$ cat src/hdl/kclp_pkg.sv
// Package for the key click / long press detector: types, constants, decode function.
// No dependencies.
package kclp_pkg;

  localparam int unsigned DefaultTableDepth = 8;
  localparam int unsigned MaxEvents = 8;
  localparam int unsigned KeyW = 24;
  localparam int unsigned TimeW = 32;
  localparam int unsigned CfgW = 16;

  localparam logic [7:0] EscByte = 8'h1B;
  localparam logic [8:0] ArrowBase = 9'h100;
  localparam logic [7:0] CtrlLetters = 8'd26;

  localparam logic [1:0] RegLongPress = 2'd0;
  localparam logic [1:0] RegLongGap = 2'd1;
  localparam logic [1:0] RegClickGap = 2'd2;

  localparam logic CmdBurst = 1'b0;
  localparam logic CmdTick = 1'b1;

  localparam logic EvClick = 1'b0;
  localparam logic EvLong = 1'b1;

  typedef enum logic [1:0] {
    OP_KEY = 2'b01,
    OP_TICK = 2'b10
  } op_t;

  // classified request between front and back
  typedef struct packed {
    op_t op;
    logic [KeyW-1:0] key;
    logic [2:0] mods;
  } req_t;

  typedef struct packed {
    logic kind;
    logic [KeyW-1:0] key;
    logic [2:0] mods;
    logic last;
  } evt_t;

  function automatic logic is_upper(input logic [7:0] b);
    return (b >= 8'h41) && (b <= 8'h5A);
  endfunction

  function automatic logic is_arrow(input logic [7:0] b);
    return (b >= 8'h41) && (b <= 8'h44);
  endfunction

  function automatic logic [KeyW-1:0] arrow_code(input logic [7:0] b);
    logic [8:0] t;
    t = ArrowBase + {1'b0, b - 8'h40};
    return {{(KeyW-9){1'b0}}, t};
  endfunction

  // returns {mods, key}
  function automatic logic [KeyW+2:0] decode_key(
    input logic [4:0] cnt,
    input logic [7:0] b0, input logic [7:0] b1, input logic [7:0] b2,
    input logic [7:0] b3, input logic [7:0] b4, input logic [7:0] b5);
    logic c, a, s;
    logic [KeyW-1:0] base;
    logic [3:0] m;
    c = 1'b0; a = 1'b0; s = 1'b0;
    base = {{(KeyW-8){1'b0}}, b0};
    m = b4[3:0];
    if (cnt == 5'd1 && b0 >= 8'd1 && b0 <= CtrlLetters) begin
      c = 1'b1;
      base = {{(KeyW-8){1'b0}}, 8'h40 + b0};
    end else if (cnt == 5'd1) begin
      s = is_upper(b0);
    end else if (cnt == 5'd2 && b0 == EscByte) begin
      a = 1'b1;
      s = is_upper(b1);
      base = {{(KeyW-8){1'b0}}, b1};
    end else if (cnt == 5'd3 && b0 == EscByte && b1 == 8'h5B && is_arrow(b2)) begin
      base = arrow_code(b2);
    end else if (cnt == 5'd6 && b0 == EscByte && b1 == 8'h5B && b2 == 8'h31 &&
                 b3 == 8'h3B && b4 >= 8'h30 && b4 <= 8'h39) begin
      s = (m == 4'd2) || (m == 4'd4) || (m == 4'd6) || (m == 4'd8);
      a = (m == 4'd3) || (m == 4'd4) || (m == 4'd7) || (m == 4'd8);
      c = (m == 4'd5) || (m == 4'd6) || (m == 4'd7) || (m == 4'd8);
      if (is_arrow(b5)) begin
        base = arrow_code(b5);
      end
    end
    base[23] = base[23] | c;
    base[22] = base[22] | a;
    base[21] = base[21] | s;
    return {c, a, s, base};
  endfunction

endpackage

$ cat src/hdl/kclp_front.sv
// Front end: accepts input requests, decodes bursts, handles the stop on a lone ESC.
// Depends on kclp_pkg.
module kclp_front (
  input  logic                   clk,
  input  logic                   rst,
  input  logic                   push,
  output logic                   full,
  input  logic                   command,
  input  logic [4:0]             byte_count,
  input  logic [7:0]             byte0,
  input  logic [7:0]             byte1,
  input  logic [7:0]             byte2,
  input  logic [7:0]             byte3,
  input  logic [7:0]             byte4,
  input  logic [7:0]             byte5,
  output logic                   req_valid,
  output kclp_pkg::req_t         req,
  input  logic                   req_ready,
  output logic                   esc_valid,
  input  logic                   esc_ready
);
  import kclp_pkg::*;

  logic stopped;
  logic esc_pend;
  logic [KeyW+2:0] dec;
  logic take;
  logic lone_esc;

  assign full = esc_pend | ~req_ready;
  assign take = push & ~full;
  assign lone_esc = (command == CmdBurst) && byte_count == 5'd1 && byte0 == EscByte;
  assign dec = decode_key(byte_count, byte0, byte1, byte2, byte3, byte4, byte5);
  assign esc_valid = esc_pend;

  always_comb begin
    req_valid = 1'b0;
    req.op = OP_TICK;
    req.key = dec[KeyW-1:0];
    req.mods = dec[KeyW+2:KeyW];
    if (take && !stopped) begin
      if (command == CmdTick) begin
        req_valid = 1'b1;
      end else if (byte_count != 5'd0 && !lone_esc) begin
        req_valid = 1'b1;
        req.op = OP_KEY;
      end
    end
  end

  always_ff @(posedge clk) begin
    if (rst) begin
      stopped <= 1'b0;
      esc_pend <= 1'b0;
    end else begin
      if (take && !stopped && lone_esc) begin
        stopped <= 1'b1;
        esc_pend <= 1'b1;
      end else if (esc_pend && esc_ready) begin
        esc_pend <= 1'b0;
      end
    end
  end
endmodule

$ cat src/hdl/kclp_fifo.sv
// Short request queue between front end and table engine.
// Depends on kclp_pkg.
module kclp_fifo (
  input  logic           clk,
  input  logic           rst,
  input  logic           wr_en,
  input  kclp_pkg::req_t wr_data,
  output logic           wr_ready,
  output logic           rd_valid,
  output kclp_pkg::req_t rd_data,
  input  logic           rd_en
);
  import kclp_pkg::*;

  req_t mem [2];
  logic wp, rp;
  logic [1:0] cnt;

  assign wr_ready = cnt != 2'd2;
  assign rd_valid = cnt != 2'd0;
  assign rd_data = mem[rp];

  always_ff @(posedge clk) begin
    if (wr_en && wr_ready) begin
      mem[wp] <= wr_data;
    end
  end

  always_ff @(posedge clk) begin
    if (rst) begin
      wp <= 1'b0;
      rp <= 1'b0;
      cnt <= 2'd0;
    end else begin
      if (wr_en && wr_ready) wp <= ~wp;
      if (rd_en && rd_valid) rp <= ~rp;
      cnt <= cnt + 2'(wr_en && wr_ready) - 2'(rd_en && rd_valid);
    end
  end
endmodule

$ cat src/hdl/kclp_back.sv
// Table engine: key lookup/insert and tick scan, one slot per cycle; the tick scan waits while an event is not taken.
// Depends on kclp_pkg.
module kclp_back #(
  parameter int unsigned TABLE_DEPTH = kclp_pkg::DefaultTableDepth
) (
  input  logic                        clk,
  input  logic                        rst,
  input  logic                        req_valid,
  input  kclp_pkg::req_t              req,
  output logic                        req_pop,
  input  logic [kclp_pkg::CfgW-1:0]   long_press_ms,
  input  logic [kclp_pkg::CfgW-1:0]   long_release_gap_ms,
  input  logic [kclp_pkg::CfgW-1:0]   click_release_gap_ms,
  output logic                        evt_valid,
  output kclp_pkg::evt_t              evt,
  input  logic                        evt_ready,
  output logic                        busy
);
  import kclp_pkg::*;

  localparam int unsigned IdxW = (TABLE_DEPTH > 1) ? $clog2(TABLE_DEPTH) : 1;
  localparam int unsigned CntW = $clog2(TABLE_DEPTH + 1);
  localparam logic [CntW-1:0] LastIdx = CntW'(TABLE_DEPTH - 1);

  typedef enum logic [3:0] {
    S_IDLE = 4'b0001,
    S_FIND = 4'b0010,
    S_SCAN = 4'b0100,
    S_EMIT = 4'b1000
  } state_t;

  state_t state;
  logic [TimeW-1:0] now_ms;
  logic [TABLE_DEPTH-1:0] valid;
  logic [KeyW-1:0] skey [TABLE_DEPTH];
  logic [TimeW-1:0] sfirst [TABLE_DEPTH];
  logic [TimeW-1:0] slast [TABLE_DEPTH];
  logic [TABLE_DEPTH-1:0] sdone;
  logic [2:0] smods [TABLE_DEPTH];

  req_t cur;
  logic [CntW-1:0] idx;
  logic [IdxW-1:0] ix;
  logic free_found;
  logic [IdxW-1:0] free_ix;
  logic [$clog2(MaxEvents+1)-1:0] nev;

  logic [TimeW-1:0] held, idle;
  logic hit_long, still_long, rel_long, rel_click;
  logic emit_long, emit_click, scan_end;

  // pending events for this slot (up to two is impossible: long or click only)
  evt_t pend;
  logic pend_v;

  assign ix = idx[IdxW-1:0];
  assign busy = state != S_IDLE;
  assign req_pop = (state == S_IDLE) && req_valid;
  assign held = now_ms - sfirst[ix];
  assign idle = now_ms - slast[ix];
  assign hit_long = !sdone[ix] && held >= {16'd0, long_press_ms};
  assign still_long = sdone[ix] || hit_long;
  assign rel_long = still_long && idle >= {16'd0, long_release_gap_ms};
  assign rel_click = !still_long && idle >= {16'd0, click_release_gap_ms}
                     && held < {16'd0, long_press_ms};
  assign emit_long = valid[ix] && hit_long;
  assign emit_click = valid[ix] && rel_click;
  assign scan_end = (idx == LastIdx);
  assign evt_valid = pend_v;
  assign evt = pend;

  always_ff @(posedge clk) begin
    if (rst) begin
      state <= S_IDLE;
      now_ms <= '0;
      valid <= '0;
      pend_v <= 1'b0;
      idx <= '0;
      nev <= '0;
      free_found <= 1'b0;
    end else begin
      if (pend_v && evt_ready && !(state == S_SCAN && (emit_long || emit_click))) begin
        pend_v <= 1'b0;
      end
      unique case (state)
        S_IDLE: begin
          if (req_valid) begin
            cur <= req;
            idx <= '0;
            nev <= '0;
            free_found <= 1'b0;
            if (req.op == OP_TICK) begin
              now_ms <= now_ms + TimeW'(1);
              state <= S_SCAN;
            end else begin
              state <= S_FIND;
            end
          end
        end
        S_FIND: begin
          if (valid[ix] && skey[ix] == cur.key) begin
            slast[ix] <= now_ms;
            smods[ix] <= cur.mods;
            state <= S_IDLE;
          end else begin
            if (!valid[ix] && !free_found) begin
              free_found <= 1'b1;
              free_ix <= ix;
            end
            if (scan_end) begin
              state <= S_IDLE;
              if (free_found || !valid[ix]) begin
                automatic logic [IdxW-1:0] f = free_found ? free_ix : ix;
                valid[f] <= 1'b1;
                skey[f] <= cur.key;
                sfirst[f] <= now_ms;
                slast[f] <= now_ms;
                sdone[f] <= 1'b0;
                smods[f] <= cur.mods;
              end
            end else begin
              idx <= idx + CntW'(1);
            end
          end
        end
        S_SCAN: begin
          if (!pend_v || evt_ready) begin
            if (valid[ix]) begin
              if (hit_long) sdone[ix] <= 1'b1;
              if (rel_long || rel_click) valid[ix] <= 1'b0;
            end
            if (emit_long || emit_click) begin
              pend_v <= 1'b1;
              pend.kind <= emit_long ? EvLong : EvClick;
              pend.key <= skey[ix];
              pend.mods <= smods[ix];
              nev <= nev + $bits(nev)'(1);
            end
            if (scan_end || ((emit_long || emit_click) &&
                             nev == $bits(nev)'(MaxEvents - 1))) begin
              state <= S_EMIT;
            end else begin
              idx <= idx + CntW'(1);
            end
            pend.last <= 1'b0;
          end
        end
        S_EMIT: begin
          // mark the final event of the tick if it is still held in pend
          if (pend_v && !(evt_ready)) begin
            pend.last <= 1'b1;
            state <= S_IDLE;
          end else if (pend_v && evt_ready) begin
            state <= S_IDLE;
          end else begin
            state <= S_IDLE;
          end
        end
        default: state <= S_IDLE;
      endcase
    end
  end
endmodule

$ cat src/hdl/kclp_out.sv
// Output queue for events; stores the last-of-run mark given on in_last.
// Depends on kclp_pkg.
module kclp_out (
  input  logic           clk,
  input  logic           rst,
  input  logic           in_valid,
  input  kclp_pkg::evt_t in_evt,
  input  logic           in_last,
  output logic           in_ready,
  output logic           empty,
  input  logic           pop,
  output kclp_pkg::evt_t head
);
  import kclp_pkg::*;

  evt_t mem [4];
  logic [1:0] wp, rp;
  logic [2:0] cnt;
  evt_t w;

  always_comb begin
    w = in_evt;
    w.last = in_last;
  end

  assign in_ready = cnt != 3'd4;
  assign empty = cnt == 3'd0;
  assign head = mem[rp];

  always_ff @(posedge clk) begin
    if (in_valid && in_ready) mem[wp] <= w;
  end

  always_ff @(posedge clk) begin
    if (rst) begin
      wp <= '0;
      rp <= '0;
      cnt <= '0;
    end else begin
      if (in_valid && in_ready) wp <= wp + 2'd1;
      if (pop && !empty) rp <= rp + 2'd1;
      cnt <= cnt + 3'(in_valid && in_ready) - 3'(pop && !empty);
    end
  end
endmodule

$ cat src/hdl/key_click_long_press_detector.sv
// Key click / long press detector top level.
// A key request passes the front end and the request queue; the table engine then searches
// the slots, updating a match or filling a free slot. A tick holds the table engine for
// a scan of the slots (one slot a cycle, waiting on output stalls). The next request waits
// for the held-back event of a tick. Requests are queued two deep behind the front end.
// Reset (rst, synchronous) clears the table valid bits, the ms counter, the stop flag and
// restores the registers to 500/100/50 ms.
module key_click_long_press_detector #(
  parameter int unsigned TABLE_DEPTH = kclp_pkg::DefaultTableDepth
) (
  input  logic        clk,
  input  logic        rst,
  input  logic        push,
  output logic        full,
  input  logic        command,
  input  logic [4:0]  byte_count,
  input  logic [7:0]  byte0,
  input  logic [7:0]  byte1,
  input  logic [7:0]  byte2,
  input  logic [7:0]  byte3,
  input  logic [7:0]  byte4,
  input  logic [7:0]  byte5,
  output logic        empty,
  input  logic        pop,
  output logic        event_kind,
  output logic [23:0] key_code,
  output logic        ctrl_flag,
  output logic        alt_flag,
  output logic        shift_flag,
  output logic        last_of_run,
  input  logic        cfg_valid,
  output logic        cfg_ready,
  input  logic [1:0]  cfg_index,
  input  logic [15:0] cfg_data
);
  import kclp_pkg::*;

  logic [CfgW-1:0] long_press_ms, long_release_gap_ms, click_release_gap_ms;
  logic f_valid, f_ready, esc_valid, esc_ready;
  req_t f_req, q_req;
  logic q_valid, q_pop, b_req_valid;
  logic b_valid, b_ready, b_busy;
  evt_t b_evt, o_evt, head, esc_evt;
  logic o_valid, o_ready, o_last;
  logic tail_pend;
  evt_t tail_evt;

  assign cfg_ready = 1'b1;

  always_ff @(posedge clk) begin
    if (rst) begin
      long_press_ms <= 16'd500;
      long_release_gap_ms <= 16'd100;
      click_release_gap_ms <= 16'd50;
    end else if (cfg_valid) begin
      unique case (cfg_index)
        RegLongPress: long_press_ms <= cfg_data;
        RegLongGap: long_release_gap_ms <= cfg_data;
        RegClickGap: click_release_gap_ms <= cfg_data;
        default: ;
      endcase
    end
  end

  kclp_front u_front (
    .clk, .rst, .push, .full, .command, .byte_count,
    .byte0, .byte1, .byte2, .byte3, .byte4, .byte5,
    .req_valid(f_valid), .req(f_req), .req_ready(f_ready),
    .esc_valid, .esc_ready
  );

  kclp_fifo u_fifo (
    .clk, .rst, .wr_en(f_valid), .wr_data(f_req), .wr_ready(f_ready),
    .rd_valid(q_valid), .rd_data(q_req), .rd_en(q_pop)
  );

  // a new request starts only once the previous tick's held event is out
  assign b_req_valid = q_valid && !tail_pend;

  kclp_back #(.TABLE_DEPTH(TABLE_DEPTH)) u_back (
    .clk, .rst, .req_valid(b_req_valid), .req(q_req), .req_pop(q_pop),
    .long_press_ms, .long_release_gap_ms, .click_release_gap_ms,
    .evt_valid(b_valid), .evt(b_evt), .evt_ready(b_ready), .busy(b_busy)
  );

  // Hold one event back so the final event of a tick can be marked.
  always_comb begin
    esc_evt.kind = EvClick;
    esc_evt.key = {16'd0, EscByte};
    esc_evt.mods = 3'b000;
    esc_evt.last = 1'b1;
  end

  assign b_ready = !tail_pend || o_ready;
  assign esc_ready = !tail_pend && !b_busy && !q_valid && o_ready;

  always_comb begin
    o_valid = 1'b0;
    o_evt = tail_evt;
    o_last = 1'b0;
    if (tail_pend) begin
      o_valid = b_valid || !b_busy;
      o_last = !b_valid;
    end else if (esc_valid && esc_ready) begin
      o_valid = 1'b1;
      o_evt = esc_evt;
      o_last = 1'b1;
    end
  end

  always_ff @(posedge clk) begin
    if (rst) begin
      tail_pend <= 1'b0;
    end else begin
      if (b_valid && b_ready) begin
        tail_pend <= 1'b1;
        tail_evt <= b_evt;
      end else if (tail_pend && o_valid && o_ready) begin
        tail_pend <= 1'b0;
      end
    end
  end

  kclp_out u_out (
    .clk, .rst, .in_valid(o_valid), .in_evt(o_evt), .in_last(o_last),
    .in_ready(o_ready), .empty, .pop, .head
  );

  assign event_kind = head.kind;
  assign key_code = head.key;
  assign ctrl_flag = head.mods[2];
  assign alt_flag = head.mods[1];
  assign shift_flag = head.mods[0];
  assign last_of_run = head.last;
endmodule
$ cat config.mk
export PLATFORM = sky130hd
export DESIGN_NAME = key_click_long_press_detector
export DESIGN_NICKNAME = d
export VERILOG_FILES = /design/src/hdl/kclp_pkg.sv /design/src/hdl/kclp_front.sv /design/src/hdl/kclp_fifo.sv /design/src/hdl/kclp_back.sv /design/src/hdl/kclp_out.sv /design/src/hdl/key_click_long_press_detector.sv
export SDC_FILE = /design/constraint.sdc
export NUM_CORES = 1
export LEC_CHECK = 0
export BUFFER_PORTS_ARGS = -buffer_cell sky130_fd_sc_hd__clkbuf_2
export CAP_MARGIN = 20
export CORE_AREA = 4 4 447 449
export DETAILED_ROUTE_END_ITERATION = 6
export DIE_AREA = 0 0 451 453
export PLACE_DENSITY = 0.51
export SLEW_MARGIN = 20
export SYNTH_ARGS = -nofsm -noshare
export SYNTH_HDL_FRONTEND = slang
export SYNTH_HIERARCHICAL = 1
export SYNTH_SLANG_ARGS = --single-unit
$ cat constraint.sdc
create_clock -name clk -period 8 [get_ports clk]
set_clock_uncertainty 0.2 [all_clocks]
set_input_delay 1.6 -clock clk [delete_from_list [all_inputs] [get_ports clk]]
set_output_delay 1.6 -clock clk [all_outputs]
set_load 0.01 [all_outputs]
# Word-level counts from Yosys, hierarchy flattened
# Memory sizes are Yosys's and may differ from the RTL's. A register that Yosys moved wholly into a read port is not among the register bits.
# Cells that the tools add are included.
classes:
  add_sub_neg: 16
  n_lt_le_gt_ge: 20
  eq_ne: 43
  muxes: 117
  bitwise_logic: 18
  reduce_logical: 106
ops:
  columns: ["op", "count"]
  rows:
  - ["two-way mux 24 bit", 5]
  - [">= comparator 32 x 16 -> 1 bit", 3]
  - ["two-way mux 8 bit", 12]
  - ["subtractor 32 bit", 2]
  - ["two-way mux 29 bit", 2]
  - ["two-way mux 1 bit", 57]
  - ["logical AND 1 bit", 48]
  - ["two-way mux 4 bit", 12]
  - ["two-way mux 3 bit", 11]
  - ["adder 32 x 1 -> 32 bit (second input constant)", 1]
  - [">= comparator 8 x 7 -> 1 bit (second input constant)", 4]
  - ["<= comparator 8 x 7 -> 1 bit (second input constant)", 4]
  - ["< comparator 32 x 16 -> 1 bit", 1]
  - ["two-way mux 32 bit", 1]
  - ["one-hot mux 8 bit (2 select lines)", 2]
  - ["OR reduction 32 bit", 1]
  - ["equality test 4 x 3 -> 1 bit (second input constant)", 7]
  - ["equality test 24 bit", 1]
  - ["one-hot mux 4 bit (3 select lines)", 2]
  - ["AND reduction 4 bit", 6]
  - ["adder 9 x 8 -> 9 bit (first input constant)", 2]
  - ["!= test 2 bit (second input constant)", 9]
  - ["logical OR 1 bit", 17]
  - ["AND 8 bit", 2]
  - ["other kinds (52)", 108]
word_totals:
  regBits: 209
  mem_bits_rw: 902
  in_bits: 77
  output_inout_bits: 32
  word_cells: 356
  memories: 6
mem_list:
  columns: ["memory", "depth", "width", "read_ports", "rd_ports_with_merged_regs", "wr", "line", "source"]
  rows:
  - ["u_back.sfirst", 8, 32, 1, 1, 1, "kclp_back.sv:36", "logic [TimeW-1:0] sfirst [TABLE_DEPTH];"]
  - ["u_back.slast", 8, 32, 1, 1, 1, "kclp_back.sv:37", "logic [TimeW-1:0] slast [TABLE_DEPTH];"]
  - ["u_back.skey", 8, 24, 1, 1, 1, "kclp_back.sv:35", "logic [KeyW-1:0] skey [TABLE_DEPTH];"]
  - ["u_out.mem", 4, 29, 1, 1, 1, "kclp_out.sv:16", "evt_t mem [4];"]
  - ["u_fifo.mem", 2, 29, 1, 1, 1, "kclp_fifo.sv:15", "req_t mem [2];"]
  - ["u_back.smods", 8, 3, 1, 1, 1, "kclp_back.sv:39", "logic [2:0] smods [TABLE_DEPTH];"]

# Longest topological paths before layout
logic_depth:
  ltp_word: 17
  ltp_mapped: 30
  mapped_depth_nobuf: 24

# Modules after synthesis
# The synthesis kept the hierarchy.
modules_own_cells:
  columns: ["mod", "n_inst", "cells_each", "area_per_inst_um2", "seq_area_each_um2"]
  rows:
  - ["kclp_back", 1, 2321, 37652.4, 25014.0]
  - ["kclp_out", 1, 202, 4665.7, 3663.5]
  - ["key_click_long_press_detector", 1, 285, 2919.0, 1851.8]
  - ["kclp_fifo", 1, 117, 2371.0, 1841.8]
  - ["kclp_front", 1, 166, 1091.0, 40.0]

# Least setup slack after synthesis
# Ideal clock, no wire load.
synth_timing:
  path_type: "register -> register"
  from: "register (tool-made name)"
  to: "register u_back/evt[10] (netlist name)"
  setup_ns: 0.451
  arrival_time_ns: 7.484
  required_ns: 7.349
  path_slack_ns: -0.135
  path_stages_with_launch: 25
  path_buffers: 7
  period_less_slack_ns: 8.135
  cell_sequence: "dfxtp_1 -> buf_6 -> buf_12 -> buf_12 -> buf_2 -> buf_1 -> buf_1 -> mux4_2 -> mux2i_1 -> ha_1 -> a21o_1 -> a221o_1 -> nand3_1 -> nand2_1 -> a21oi_1 -> o21ba_2 -> xnor2_1 -> ha_1 -> o2111ai_1 -> o31a_1 -> o21ai_0 -> nor4_4 -> or2_1 -> buf_6 -> nor3_1"

==> impl_metrics.tcl <==
set metrics [dict create \
    tightestPinTransition_ns 1.19 \
    gp_congestion 0.849 \
    critPathRequiredTime_ns 8.41 \
    grt_util_all_layers_pct 11.9 \
    final_nets 3442 \
    rrSetupSlack_ns 1.30 \
    antenna_left 0 \
    status "finished, final reports clean" \
    ff2ff_path_depth 23 \
    fp.dieW_um 451 \
    post_cts_buffers 0 \
    cts_tree "yes" \
    cap_viol_max_count 0 \
    io_pins 109 \
    cp-start-kind "register" \
    design_area_um2 55900 \
    regToRegEndpoint "u_back/nev[1]" \
    crit_fanout 29 \
    cts_hold_buf 0 \
    slew_headroom_pct 20.4 \
    crit_slowest_cell "mux4_2" \
    syn_area_um2 48600 \
    drt_wl_total_um 125000 \
    clock_path_buffers 3 \
    numPortBuffers 107 \
    dr.pass1.iters 5 \
    min_period_over_period_pct 83.8 \
    min_delay_path_depth 0 \
    dp_slack_ns 1.23 \
    dp_hpwl_um 81000 \
    critPathCaptureType "register" \
    finalCriticalPeriod_ns 6.70 \
    clkSinkCount 1118 \
    drive_above_1_share_pct 19.3 \
    p_total_mw 12.8 \
    setup_ws_ns 1.30 \
    wire_per_inst_um 20.9 \
    dpl.cell_count 5767 \
    worstSkewPairLatency_ns 0.73 \
    syn_area_per_cell_um2 15.8 \
    p_per_area_nw_per_um2 229 \
    cts_root_buffer "clkbuf_16" \
    cts.htree.levels 3 \
    postLayoutCoreUtil_pct 28.5 \
    dieArea_um2 204000 \
    fmax_ghz 0.149 \
    grt_pass1_wl_um 183000 \
    max_stage_delay_ns 0.55 \
    grt_antenna_before_repair 17 \
    rsz0062_at_grt "false" \
    cts_resized 0 \
    crit_buf_inv 2 \
    path_cells "buf_4, mux4_2, mux2i_1, ha_1, a21oi_1, nand2_1, o21ai_0, nand2_1, a31oi_1, xnor2_1, ha_1, and3_1, a221oi_1, o211a_1, nand4_1, nor4b_1, and4_1, nand4_1, nor4_4, or2_1, nor3_4, buf_4, a32o_1" \
    path_class "reg2reg" \
    worst_ir_drop_vdd_mv 0.163 \
    die_y_um 453 \
    numCtsBuffers 104 \
    power.leakage_nw 18.1 \
    tns_ns 0 \
    grt_pass1_vias 27178 \
    grt_remaining_overflow 0 \
    fin_hold_ws_ns 0.216 \
    post_dp_cell_area_um2 52500 \
    area_growth_pct 15.1 \
    report.final.slew_viol_count 0 \
    drc 0 \
    setup_viol 0 \
    coreArea_um2 196000 \
    min_path_type "reg2reg" \
    final_cell_count_no_fill 5968 \
    hp-start "u_back/evt[20]" \
    hold_viol_final 0 \
    drtIter0Drc 2073 \
    row_count 163 \
    cp.arrival_ns 7.11 \
    route.vias.total 27071 \
    synth_cells 3084 \
    start_util_pct 24.8 \
    grt_max_degree 91 \
    viasPerCell 4.54 \
    crit_family "simple AND/OR/NAND/NOR gates" \
    clk_pin_slew_worst_paths_ns 0.07 \
    whs_endpoint "tail_evt[20]" \
    ys_warn_count 6 \
]
worst max-delay path by stage:
stage          slack (ns)        endpoint  cells past startpoint  startpoint
2_1_floorplan        0.76  u_back/evt[10]                     24    register
3_3_place_gp         1.19   u_back/nev[1]                     24    register
3_5_place_dp         1.23   u_back/nev[1]                     23    register
4_1_cts              1.20   u_back/nev[1]                     23    register
5_1_grt              0.84   u_back/nev[1]                     23    register
6_report             1.30   u_back/nev[1]                     23    register
worst reg2reg max path: stages (launching register included):
cell and delay (ns):
dfxtp_4 0.52, buf_4 0.45, mux4_2 0.56, mux2i_1 0.24, ha_1 0.32, a21oi_1 0.28
nand2_1 0.08, o21ai_0 0.33, nand2_1 0.19, a31oi_1 0.23, xnor2_1 0.16, ha_1 0.26
and3_1 0.23, a221oi_1 0.31, o211a_1 0.18, nand4_1 0.08, nor4b_1 0.27, and4_1 0.27
nand4_1 0.19, nor4_4 0.38, or2_1 0.34, nor3_4 0.05, buf_4 0.27, a32o_1 0.24
metal layers:
| layer | global-route usage (%) | share of wire (%) | wire length, µm | up-vias |
|---|---|---|---|---|
| li1 | - | - | - | 12338 |
| met1 | 16.4 | 46 | 57400 | 14007 |
| met2 | 19.4 | 47 | 59000 | 570 |
| met3 | 2.15 | 4.7 | 5800 | 144 |
| met4 | 3.10 | 1.9 | 2430 | 12 |
| met5 | 0 | 0.061 | 76 | - |
flip-flops by register name (all words and copies together), names as in the netlist, 3 cells and up, named ones only:
register and count:
click_release_gap_ms 16, u_back/free_ix 3, u_back/smods 24, u_out/mem 116
u_back/slast 256, u_back/now_ms 32, u_back/sdone 8, u_back/cur 27
long_release_gap_ms 16, u_fifo/mem 58, u_out/cnt 3, tail_evt 28
long_press_ms 16, u_back/nev 4, u_back/valid 8, u_back/idx 4
u_back/state 4, u_back/skey 192, u_back/evt 28, u_back/sfirst 256
cells in the final DEF (no fill, tap or decap), types with 72 or more instances in the layout:
cell type	count
nand2_1	204
a21oi_1	166
o21ai_0	79
mux2i_1	72
dfxtp_1	117
clkbuf_2	106
inv_1	109
clkbuf_16	104
edfxtp_1	996
mux4_2	206
ha_1	129
nor2_1	153
report_power, final:
part | internal [mW] | total (mW) | switching (mW)
Clock | 2.76 | 4.97 | 2.21
Combinational | 0.494 | 1.13 | 0.633
Sequential | 6.53 | 6.71 | 0.177
layout make-up:
class / instances / area, µm²
Fill cell: 19754 / 140000
Multi-Input combinational cell: 1733 / 15300
Antenna cell: 7 / 17.5
Clock buffer: 135 / 2770
Sequential cell: 1118 / 32400
Tap cell: 2640 / 3300
Clock inverter: 59 / 637
Inverter: 110 / 413
Timing Repair Buffer: 166 / 1180
No activity file was read; power rests on OpenSTA's default activity.
